==> src/rtl/srfc_pkg.sv <==
// ----------------------------------------------------------------------------
// Scan response frame checker package
// Shared types, frame constants and the CRC-16 byte update.
// ----------------------------------------------------------------------------
package srfc_pkg;

    localparam int SERIAL_BYTES_DEF    = 4;
    localparam int MAX_FRAME_BYTES_DEF = 32;

    localparam logic [7:0] PREAMBLE_BYTE = 8'hFF;
    localparam logic [7:0] SCAN_ADDRESS  = 8'hFD;
    localparam logic [7:0] SCAN_COMMAND  = 8'h60;
    localparam logic [7:0] SUB_DATA      = 8'h03;
    localparam logic [7:0] SUB_END       = 8'h04;

    // Shortest body that can hold a header and a CRC.
    localparam int MIN_BODY = 5;

    localparam logic [15:0] CRC_INIT = 16'hFFFF;
    localparam logic [15:0] CRC_POLY = 16'hA001;

    typedef enum logic [2:0] {
        ST_DATA       = 3'd0,
        ST_END        = 3'd1,
        ST_BAD_SUB    = 3'd2,
        ST_CRC_ERR    = 3'd3,
        ST_BAD_HEADER = 3'd4,
        ST_OVERFLOW   = 3'd5,
        ST_SHORT      = 3'd6
    } status_t;

    typedef struct packed {
        logic [7:0] data_byte;
        logic       frame_end;
    } byte_item_t;

    typedef struct packed {
        status_t     status;
        logic [31:0] serial_number;
        logic [7:0]  device_address;
    } result_item_t;

    // Reflected CRC-16/MODBUS update over one byte.
    function automatic logic [15:0] crc_byte(input logic [15:0] crc, input logic [7:0] b);
        logic [15:0] c;
        c = crc ^ {8'h00, b};
        for (int k = 0; k < 8; k++)
        begin
            if (c[0])
            begin
                c = (c >> 1) ^ CRC_POLY;
            end
            else
            begin
                c = c >> 1;
            end
        end
        return c;
    endfunction

endpackage

==> src/rtl/srfc_track.sv <==
// ----------------------------------------------------------------------------
// Scan response frame tracker
// Holds the per-frame state, updates it with each byte and classifies the
// frame on its last byte.
// ----------------------------------------------------------------------------
module srfc_track #(
    parameter int SERIAL_BYTES    = srfc_pkg::SERIAL_BYTES_DEF,
    parameter int MAX_FRAME_BYTES = srfc_pkg::MAX_FRAME_BYTES_DEF
) (
    input  logic                   clk,
    input  logic                   rst_n,
    input  logic                   fire,
    input  srfc_pkg::byte_item_t   item,
    output srfc_pkg::result_item_t result
);

    localparam int CW = $clog2(MAX_FRAME_BYTES + 1);
    localparam logic [CW-1:0] MAX_C      = CW'(MAX_FRAME_BYTES);
    localparam logic [CW-1:0] HDR_END    = CW'(3);
    localparam logic [CW-1:0] ADDR_POS   = CW'(3 + SERIAL_BYTES);
    localparam logic [CW-1:0] MIN_C      = CW'(srfc_pkg::MIN_BODY);
    localparam logic [CW-1:0] DATA_MIN_C = CW'(SERIAL_BYTES + 6);

    logic [CW-1:0] raw_count_reg,  raw_count_next;
    logic [CW-1:0] body_count_reg, body_count_next;
    logic          overflowed_reg, overflowed_next;
    logic          in_preamble_reg, in_preamble_next;
    logic [15:0]   crc_reg, crc_next;
    logic [31:0]   serial_reg, serial_next;
    logic [7:0]    address_reg, address_next;
    logic [7:0]    header_reg [3];

    logic          hdr_we;
    logic [1:0]    hdr_idx;
    logic [7:0]    b;
    logic          last_byte;
    srfc_pkg::status_t status;

    assign b         = item.data_byte;
    assign last_byte = fire && item.frame_end;
    assign hdr_idx   = body_count_reg[1:0];

    always_comb
    begin
        raw_count_next   = raw_count_reg;
        body_count_next  = body_count_reg;
        overflowed_next  = overflowed_reg;
        in_preamble_next = in_preamble_reg;
        crc_next         = crc_reg;
        serial_next      = serial_reg;
        address_next     = address_reg;
        hdr_we           = 1'b0;
        if (raw_count_reg >= MAX_C)
        begin
            overflowed_next = 1'b1;
        end
        else
        begin
            raw_count_next = raw_count_reg + CW'(1);
            if (!(in_preamble_reg && b == srfc_pkg::PREAMBLE_BYTE))
            begin
                in_preamble_next = 1'b0;
                body_count_next  = body_count_reg + CW'(1);
                crc_next         = srfc_pkg::crc_byte(crc_reg, b);
                if (body_count_reg < HDR_END)
                begin
                    hdr_we = 1'b1;
                end
                else if (body_count_reg < ADDR_POS)
                begin
                    serial_next = {serial_reg[23:0], b};
                end
                else if (body_count_reg == ADDR_POS)
                begin
                    address_next = b;
                end
            end
        end
    end

    // The header bytes are read only when the body is long enough to have
    // written all three, so they need no clearing. The byte written on the
    // last item itself is taken from the bus rather than the register.
    logic [7:0] hdr0, hdr1, hdr2;
    assign hdr0 = (hdr_we && hdr_idx == 2'd0) ? b : header_reg[0];
    assign hdr1 = (hdr_we && hdr_idx == 2'd1) ? b : header_reg[1];
    assign hdr2 = (hdr_we && hdr_idx == 2'd2) ? b : header_reg[2];

    always_comb
    begin
        priority if (overflowed_next)
        begin
            status = srfc_pkg::ST_OVERFLOW;
        end
        else if (body_count_next < MIN_C)
        begin
            status = srfc_pkg::ST_SHORT;
        end
        else if (crc_next != 16'h0000)
        begin
            status = srfc_pkg::ST_CRC_ERR;
        end
        else if (hdr0 != srfc_pkg::SCAN_ADDRESS || hdr1 != srfc_pkg::SCAN_COMMAND)
        begin
            status = srfc_pkg::ST_BAD_HEADER;
        end
        else if (hdr2 == srfc_pkg::SUB_END)
        begin
            status = srfc_pkg::ST_END;
        end
        else if (hdr2 != srfc_pkg::SUB_DATA)
        begin
            status = srfc_pkg::ST_BAD_SUB;
        end
        else if (body_count_next < DATA_MIN_C)
        begin
            status = srfc_pkg::ST_SHORT;
        end
        else
        begin
            status = srfc_pkg::ST_DATA;
        end
    end

    always_comb
    begin
        result.status         = status;
        result.serial_number  = 32'h0;
        result.device_address = 8'h00;
        if (status == srfc_pkg::ST_DATA)
        begin
            result.serial_number  = serial_next;
            result.device_address = address_next;
        end
    end

    always_ff @(posedge clk or negedge rst_n)
    begin
        if (!rst_n)
        begin
            raw_count_reg   <= '0;
            body_count_reg  <= '0;
            overflowed_reg  <= 1'b0;
            in_preamble_reg <= 1'b1;
            crc_reg         <= srfc_pkg::CRC_INIT;
            serial_reg      <= 32'h0;
            address_reg     <= 8'h00;
        end
        else if (last_byte)
        begin
            raw_count_reg   <= '0;
            body_count_reg  <= '0;
            overflowed_reg  <= 1'b0;
            in_preamble_reg <= 1'b1;
            crc_reg         <= srfc_pkg::CRC_INIT;
            serial_reg      <= 32'h0;
            address_reg     <= 8'h00;
        end
        else if (fire)
        begin
            raw_count_reg   <= raw_count_next;
            body_count_reg  <= body_count_next;
            overflowed_reg  <= overflowed_next;
            in_preamble_reg <= in_preamble_next;
            crc_reg         <= crc_next;
            serial_reg      <= serial_next;
            address_reg     <= address_next;
        end
    end

    always_ff @(posedge clk)
    begin
        if (fire && hdr_we)
        begin
            header_reg[hdr_idx] <= b;
        end
    end

endmodule

==> src/rtl/scan_response_frame_checker_core.sv <==
// ----------------------------------------------------------------------------
// Scan response frame checker core
// Checks received bus-scan response frames byte by byte and reports one
// status item per frame.
// ----------------------------------------------------------------------------
// Usage:
//   The byte channel (byte_valid, byte_stall, byte_item) carries one received
//   byte per item; frame_end marks the last byte of a frame. Leading 0xFF
//   bytes are skipped and CRC-16/MODBUS runs over the rest, CRC included.
//   The result channel (result_valid, result_stall, result_item) carries one
//   item per frame: status, serial number and device address, the latter two
//   zero unless the status is device data.
//   Each byte goes into an input register and is processed from there; a
//   frame's result is loaded into the result register when its last byte
//   is processed. One byte is taken every cycle while the result side
//   keeps up. Reset clears the frame state to the start of a preamble and
//   empties both registers. While result_stall holds a result, bytes that
//   produce no result keep flowing; a second frame end waits in the input
//   register and byte_stall rises until the pending result is taken.
// ----------------------------------------------------------------------------
module scan_response_frame_checker_core #(
    parameter int SERIAL_BYTES    = srfc_pkg::SERIAL_BYTES_DEF,
    parameter int MAX_FRAME_BYTES = srfc_pkg::MAX_FRAME_BYTES_DEF
) (
    input  logic                   clk,
    input  logic                   rst_n,
    input  logic                   byte_valid,
    output logic                   byte_stall,
    input  srfc_pkg::byte_item_t   byte_item,
    output logic                   result_valid,
    input  logic                   result_stall,
    output srfc_pkg::result_item_t result_item
);

    logic                   in_valid_reg, in_valid_next;
    srfc_pkg::byte_item_t   in_item_reg;
    logic                   out_valid_reg, out_valid_next;
    srfc_pkg::result_item_t out_item_reg;
    srfc_pkg::result_item_t result;
    logic                   accept;
    logic                   fire;
    logic                   out_load;

    // A byte without a frame end never needs the result register.
    assign fire       = in_valid_reg
                        && (!in_item_reg.frame_end || !out_valid_reg || !result_stall);
    assign out_load   = fire && in_item_reg.frame_end;
    assign byte_stall = in_valid_reg && !fire;
    assign accept     = byte_valid && !byte_stall;

    assign in_valid_next  = accept || (in_valid_reg && !fire);
    assign out_valid_next = out_load || (out_valid_reg && result_stall);

    srfc_track #(
        .SERIAL_BYTES    (SERIAL_BYTES),
        .MAX_FRAME_BYTES (MAX_FRAME_BYTES)
    ) u_track (
        .clk    (clk),
        .rst_n  (rst_n),
        .fire   (fire),
        .item   (in_item_reg),
        .result (result)
    );

    always_ff @(posedge clk or negedge rst_n)
    begin
        if (!rst_n)
        begin
            in_valid_reg  <= 1'b0;
            out_valid_reg <= 1'b0;
        end
        else
        begin
            in_valid_reg  <= in_valid_next;
            out_valid_reg <= out_valid_next;
        end
    end

    always_ff @(posedge clk)
    begin
        if (accept)
        begin
            in_item_reg <= byte_item;
        end
        if (out_load)
        begin
            out_item_reg <= result;
        end
    end

    assign result_valid = out_valid_reg;
    assign result_item  = out_item_reg;

`ifndef NO_ASSERTIONS
    a_stall_needs_item: assert property (@(posedge clk) disable iff (!rst_n)
        byte_stall |-> in_valid_reg && in_item_reg.frame_end && out_valid_reg)
        else $error("byte_stall raised without a blocked frame end");

    a_result_from_frame_end: assert property (@(posedge clk) disable iff (!rst_n)
        (result_valid && !$past(result_valid)) |-> $past(out_load))
        else $error("result appeared without a frame end");

    a_no_data_fields: assert property (@(posedge clk) disable iff (!rst_n)
        (result_valid && result_item.status != srfc_pkg::ST_DATA)
        |-> (result_item.serial_number == 32'h0 && result_item.device_address == 8'h00))
        else $error("serial or address set on a non-data status");
`endif

endmodule

==> config.mk <==
export PLATFORM = sky130hd
export DESIGN_NAME = scan_response_frame_checker_core
export DESIGN_NICKNAME = d
export VERILOG_FILES = /design/src/rtl/srfc_pkg.sv /design/src/rtl/srfc_track.sv /design/src/rtl/scan_response_frame_checker_core.sv
export SDC_FILE = /design/constraint.sdc
export NUM_CORES = 1
export LEC_CHECK = 0
export ABC_AREA = 1
export BUFFER_PORTS_ARGS = -buffer_cell sky130_fd_sc_hd__buf_4
export CAP_MARGIN = 20
export CORE_MARGIN = 2
export CORE_UTILIZATION = 40
export DETAILED_ROUTE_END_ITERATION = 6
export GPL_TIMING_DRIVEN = 0
export SYNTH_ARGS = -nofsm -noshare
export SYNTH_HDL_FRONTEND = slang
export SYNTH_SLANG_ARGS = --single-unit
==> constraint.sdc <==
create_clock -name clk -period 3 [get_ports clk]
set_input_delay 0.6 -clock clk [delete_from_list [all_inputs] [get_ports clk]]
set_output_delay 0.6 -clock clk [all_outputs]
set_load 0.005 [all_outputs]
==> impl_metrics.json, run 1 <==
{
  "min_path_type": "input port to async pin",
  "worst-path-max-fanout": 10,
  "timing.rr.end": "result_item[26]",
  "insertion_delay_ps": 430,
  "path_clk_slew_ps": 60,
  "firstDrtPassIters": 5,
  "start_util_pct": 41.0,
  "cts.sinks": 148,
  "die_area_um2": 19600,
  "core.rowCount": 49,
  "detailed_place_hpwl_um": 12100,
  "drt_iter0_markers": 301,
  "postRouteWirelength_um": 17600,
  "fmax_ghz": 0.359,
  "coreArea_um2": 18000,
  "die_w_um": 140,
  "drv_cap": 0,
  "synth_edf_count": 76,
  "hold_viol": 0,
  "setup_violations": 0,
  "drc": 0,
  "synth_area_leaders": "edfxtp_1 (31%), dfrtp_1 (19%), nand2_1 (11%)",
  "ctsRootBufferMaster": "clkbuf_16",
  "cts_tree": "yes",
  "fin_crit_ps": 2790,
  "synth_nets": 813,
  "rr_worst_depth": 18,
  "synth.most_common_cell": "nand2_1",
  "yosysTopAreaCell": "edfxtp_1",
  "finalCritPeriodShare_pct": 92.9,
  "fin_total_pwr_mw": 6.11,
  "track_usage_pct": 18.4,
  "netlist.area_leader.share_pct": 30.9,
  "arrival_ps": 3050,
  "worst_slew_pin_slew_ps": 950,
  "netlist_top_cells_count": "nand2_1 (216), inv_1 (105), edfxtp_1 (76), o22ai_1 (60), dfrtp_1 (55)",
  "p_leak_nw": 3.93,
  "regToRegStartpoint": "in_item_reg[1]",
  "place_congestion": 0.872,
  "synth_ff_type": "edfxtp_1",
  "grt_pass1_wl_um": 28300,
  "yosys_warnings": 0,
  "wl_per_cell_um": 15.6,
  "worst-setup-path-type": "flop to flop",
  "die_h_um": 140,
  "drive_above_1_share_pct": 22.3,
  "syn_inst": 794,
  "grt_pass1_vias": 5388,
  "cp-start-kind": "flop",
  "ys_async_sr_fraction_pct": 48.6,
  "ctsHoldBuffers": 0,
  "ioPinCount": 58,
  "clk_path_buf_depth": 2,
  "fin_cells": 1130,
  "cp.required_ps": 3260,
  "netlist_area_um2": 7390,
  "postSynthAreaPerCell_um2": 9.31,
  "vias": 5776,
  "cp-end-kind": "flop",
  "antennaDiodeCount": 0,
  "largest_reg_flops": 43,
  "status": "complete, no violations",
  "r2r_slack_ps": 210,
  "dp.cells": 1081,
  "power.density_nw_per_um2": 689,
  "cts_buffers": 17,
  "viasPerCell": 5.11,
  "max_slew_margin_pct": 36.6,
  "antenna_found_initial": 0,
  "slew_violations": 0,
  "ys_ff_latch": 148,
  "nets": 907,
  "postRouteAntennaNets": 0,
  "grt_max_degree": 73,
  "skew_ps": 9.52,
  "ir_drop_uv": 438,
  "area_growth_pct": 19.9,
  "ctsHtreeMaxLevel": 4,
  "overflow": 0,
  "ys_seq_area_share_pct": 55.5,
  "port_buffers": 57,
  "synth_cell_types": 43
}
worst max-delay path: stages, from the launching register on:
cell	delay, ps
edfxtp_1	460
buf_4	180
nand3_2	70
nor2_4	50
nand2_4	110
nand2_4	110
buf_2	210
nand2_1	100
nand2_1	80
nor2_1	110
nand2_1	70
nor2_1	120
nand3_1	120
nor2_2	140
nand3_1	100
nand2_1	80
nand2_2	140
buf_6	210
nor3_2	140
placed cells by master, fill, tap and decap left out, types with 3 or more instances in the layout:
cell,netlist,final
o21ai_0,54,52
inv_1,105,104
nand2_2,3,4
nand2_1,216,215
clkbuf_16,0,17
o22ai_1,60,60
inv_2,3,4
a21oi_1,7,7
buf_4,4,74
clkinv_4,0,4
dfrtp_1,55,55
edfxtp_1,76,76
clkbuf_1,20,19
buf_6,8,12
nand3_1,36,36
nor2_1,37,36
nand4_1,11,11
dfstp_2,17,17
nor2_4,3,3
o21ai_1,1,3
nor3_2,42,42
ha_1,6,6
nor3_1,5,5
routing by layer:
| metal | vias up | share of wire (%) | wire length (um) | GRT usage, % |
|---|---|---|---|---|
| met1 | 2770 | 46 | 8190 | 25.4 |
| met5 | - | 0 | 0 | 0 |
| met3 | 19 | 4.1 | 728 | 3.25 |
| li1 | 2851 | - | - | - |
| met4 | 0 | 1.6 | 286 | 6.63 |
| met2 | 136 | 48 | 8430 | 29.3 |
cells by family (layout without fill, tap and decap cells):
group,after synthesis,after routing,share of synthesized area [%]
compound gates,129,129,10.1
simple gates,366,366,24.6
flops,148,148,55.5
fa+ha+maj,6,6,1.02
xor+xnor,4,4,0.576
buf+inv,141,248,8.19
through the flow:
step	TNS, ps	area (um2)	hold slack [ps]	utilization, %	setup WS [ps]
floorplan	0	7390	304	-	558
global placement	-20720	8110	523	45.0	-422
detailed placement	-2230	8130	525	45.1	-109
CTS	0	8810	335	48.9	34.1
global route	-5.41	8860	331	49.2	-5.41
finish	0	8860	323	49.2	214
area by class of cell:
class                           count  area (um2)
Timing Repair Buffer               75         576
Multi-Input combinational cell    505        2690
Buffer                             33         215
Clock buffer                       18         439
Sequential cell                   148        4110
Inverter                          108         405
Tap cell                          229         287
Fill cell                        1725        9160
Clock inverter                     14         153
report_power, final:
group	internal (mW)	switching [mW]
Combinational	0.454	0.937
Sequential	2.43	0.160
Clock	1.26	0.876
Total	4.14	1.97
worst max path at each step:
stage,from,to,slack (ps),depth (start not counted)
floorplan,result_stall,result_item[0],560,7
global placement,result_stall,result_item[41],-420,8
detailed placement,in_item_reg[6],result_item[8],-110,16
CTS,in_item_reg[8],result_item[26],30,17
global route,in_item_reg[8],result_item[26],-5,18
finish,in_item_reg[1],result_item[26],210,18
what timing repair did:
action	4_1_cts	5_1_grt
buffers inserted	13	4
gates cloned	0	0
setup endpoints to repair	40	40
hold endpoints to repair	0	0
resized for setup	0	9
(Power assumes the default switching activity.)
==> inputs of run 2 (changes only) <==
--- a/config.mk
+++ b/config.mk
@@ -9,9 +9,11 @@
 export BUFFER_PORTS_ARGS = -buffer_cell sky130_fd_sc_hd__buf_4
 export CAP_MARGIN = 20
 export CORE_MARGIN = 2
-export CORE_UTILIZATION = 40
+export CORE_UTILIZATION = 55
 export DETAILED_ROUTE_END_ITERATION = 6
 export GPL_TIMING_DRIVEN = 0
+export PLACE_DENSITY = 0.74
+export SLEW_MARGIN = 30
 export SYNTH_ARGS = -nofsm -noshare
 export SYNTH_HDL_FRONTEND = slang
 export SYNTH_SLANG_ARGS = --single-unit
==> impl_metrics.json, run 2 (synthesis results as in run 1) <==
{
  "overflow": 0,
  "cts_buffers": 17,
  "area_growth_pct": 19.9,
  "drt_iter0_markers": 442,
  "ioPinCount": 58,
  "postRouteWirelength_um": 17200,
  "die_h_um": 120,
  "clkPwrFrac_pct": 36.5,
  "min_path_type": "input port to async pin",
  "clk_path_buf_depth": 2,
  "wl_per_cell_um": 16.0,
  "nets": 908,
  "start_util_pct": 56.0,
  "switchingPower_mw": 1.97,
  "ctsHtreeMaxLevel": 4,
  "intPower_mw": 4.31,
  "ctsHoldBuffers": 0,
  "drc": 0,
  "die_w_um": 120,
  "track_usage_pct": 25.7,
  "seq_area_um2": 4110,
  "fin_total_pwr_mw": 6.28,
  "coreArea_um2": 13200,
  "postRouteAntennaNets": 0,
  "hold_viol": 0,
  "largest_reg_flops": 43,
  "power_frac_comb_pct": 22.2,
  "ir_drop_uv": 461,
  "detailed_place_hpwl_um": 11900,
  "path_cells": "buf_4 -> nand2_1 -> nor2_4 -> nand2_4 -> nand2_4 -> nor3_1 -> nand2_1 -> nand2_1 -> nand2_1 -> nor2_1 -> nand2_1 -> nand3_1 -> nand4_4 -> buf_6 -> nor3_4",
  "slew_violations": 0,
  "place_congestion": 0.871,
  "fin_crit_ps": 2890,
  "grt_max_degree": 73,
  "path_common_cell": "nand2_1",
  "p_leak_nw": 3.95,
  "cts_tree": "yes",
  "antennaDiodeCount": 0,
  "firstDrtPassIters": 5,
  "cp-end-kind": "flop",
  "insertion_delay_ps": 430,
  "ctsRootBufferMaster": "clkbuf_16",
  "vias": 5952,
  "final_cell_mix": "nand2_1 (215), inv_1 (102), edfxtp_1 (76), buf_4 (75), o22ai_1 (60)",
  "cp.required_ps": 3270,
  "skew_ps": 7.75,
  "die_area_um2": 14400,
  "drive_above_1_share_pct": 22.5,
  "setup_violations": 0,
  "wl_met1_um": 6870,
  "cts.sinks": 148,
  "antenna_found_initial": 0,
  "status": "complete, no violations",
  "p_sw_share_pct": 31.4,
  "drv_cap": 0,
  "final_core_util_pct": 67.2,
  "finalCritPeriodShare_pct": 96.2,
  "final_common_cell": "nand2_1",
  "arrival_ps": 3150,
  "topRoutingLayerUsed": "met4",
  "fmax_ghz": 0.346,
  "fin_cells": 1078,
  "critPathBufInv": 2,
  "max_slew_margin_pct": 44.7,
  "met2_length_um": 8710,
  "worst-setup-path-type": "flop to flop",
  "worst_slew_pin_slew_ps": 827,
  "crit_family": "simple AND/OR/NAND/NOR gates",
  "power.density_nw_per_um2": 708,
  "met3_length_um": 964,
  "worst-path-max-fanout": 10,
  "cpMaxStageDelayCell": "edfxtp_1",
  "n_fill_cell": 1053,
  "core.rowCount": 42,
  "grt_pass1_vias": 5917,
  "port_buffers": 57,
  "dp.cells": 1028,
  "viasPerCell": 5.52,
  "multi_input_area_um2": 2690,
  "seqPwrFrac_pct": 41.3,
  "path_clk_slew_ps": 60,
  "cp-start-kind": "flop",
  "cpPeakStageDelay_ps": 500,
  "grt_pass1_wl_um": 28300
}
==> run 2: layout make-up <==
class	count	share of cell area (%)
Buffer	33	2.39
Inverter	108	4.57
Multi-Input combinational cell	505	30.4
Tap cell	176	2.48
Clock buffer	19	5.00
Sequential cell	148	46.3
Timing Repair Buffer	76	6.62
Clock inverter	13	2.22
==> run 2: final timing paths <==
path / from / end / slack (ps) / cells past startpoint
worst max-delay path: in_item_reg[2] / result_item[24] / 110 / 15
min in group clk: byte_item[0] / in_item_reg[0] / 350 / 1
worst min-delay path: rst_n / u_track.raw_count_reg[1] / 180 / 1
worst min register to register: result_valid / result_valid / 500 / 2
worst max register to register: in_item_reg[2] / result_item[24] / 110 / 15
max in group asynchronous: rst_n / u_track.serial_reg[14] / 2360 / 1
==> run 2: what timing repair did <==
| action | CTS | global route |
|---|---|---|
| gates resized for setup | 0 | 11 |
| hold endpoints to repair | 0 | 0 |
| endpoints found under the setup margin | 2 | 43 |
| cloned | 0 | 0 |
| buffers inserted | 6 | 12 |
| pin swaps | 0 | 1 |
==> run 2: layer usage <==
layer | vias up | global-route usage, %
met5 | - | 0
met2 | 219 | 43.3
met3 | 53 | 5.61
li1 | 2868 | -
met1 | 2812 | 30.7
met4 | 0 | 13.6
==> run 2: stage by stage <==
step	TNS (ps)	area, um2	setup WS (ps)	hold WS [ps]
global route	-114	8860	-29.7	229
floorplan	0	7390	558	304
global placement	-5610	8040	-135	493
detailed placement	0	8060	20.8	496
finish	0	8860	114	179
CTS	0	8740	28.7	326
==> run 2: power by group through the flow <==
| stage | logic [mW] | clock network, mW | registers (mW) |
|---|---|---|---|
| floorplan | 0.998 | 0 | 2.57 |
| detailed placement | 1.32 | 0 | 2.63 |
| global route | 1.58 | 2.40 | 2.62 |
| finish | 1.39 | 2.29 | 2.59 |
| CTS | 1.35 | 2.32 | 2.59 |
| global placement | 1.28 | 0 | 2.62 |
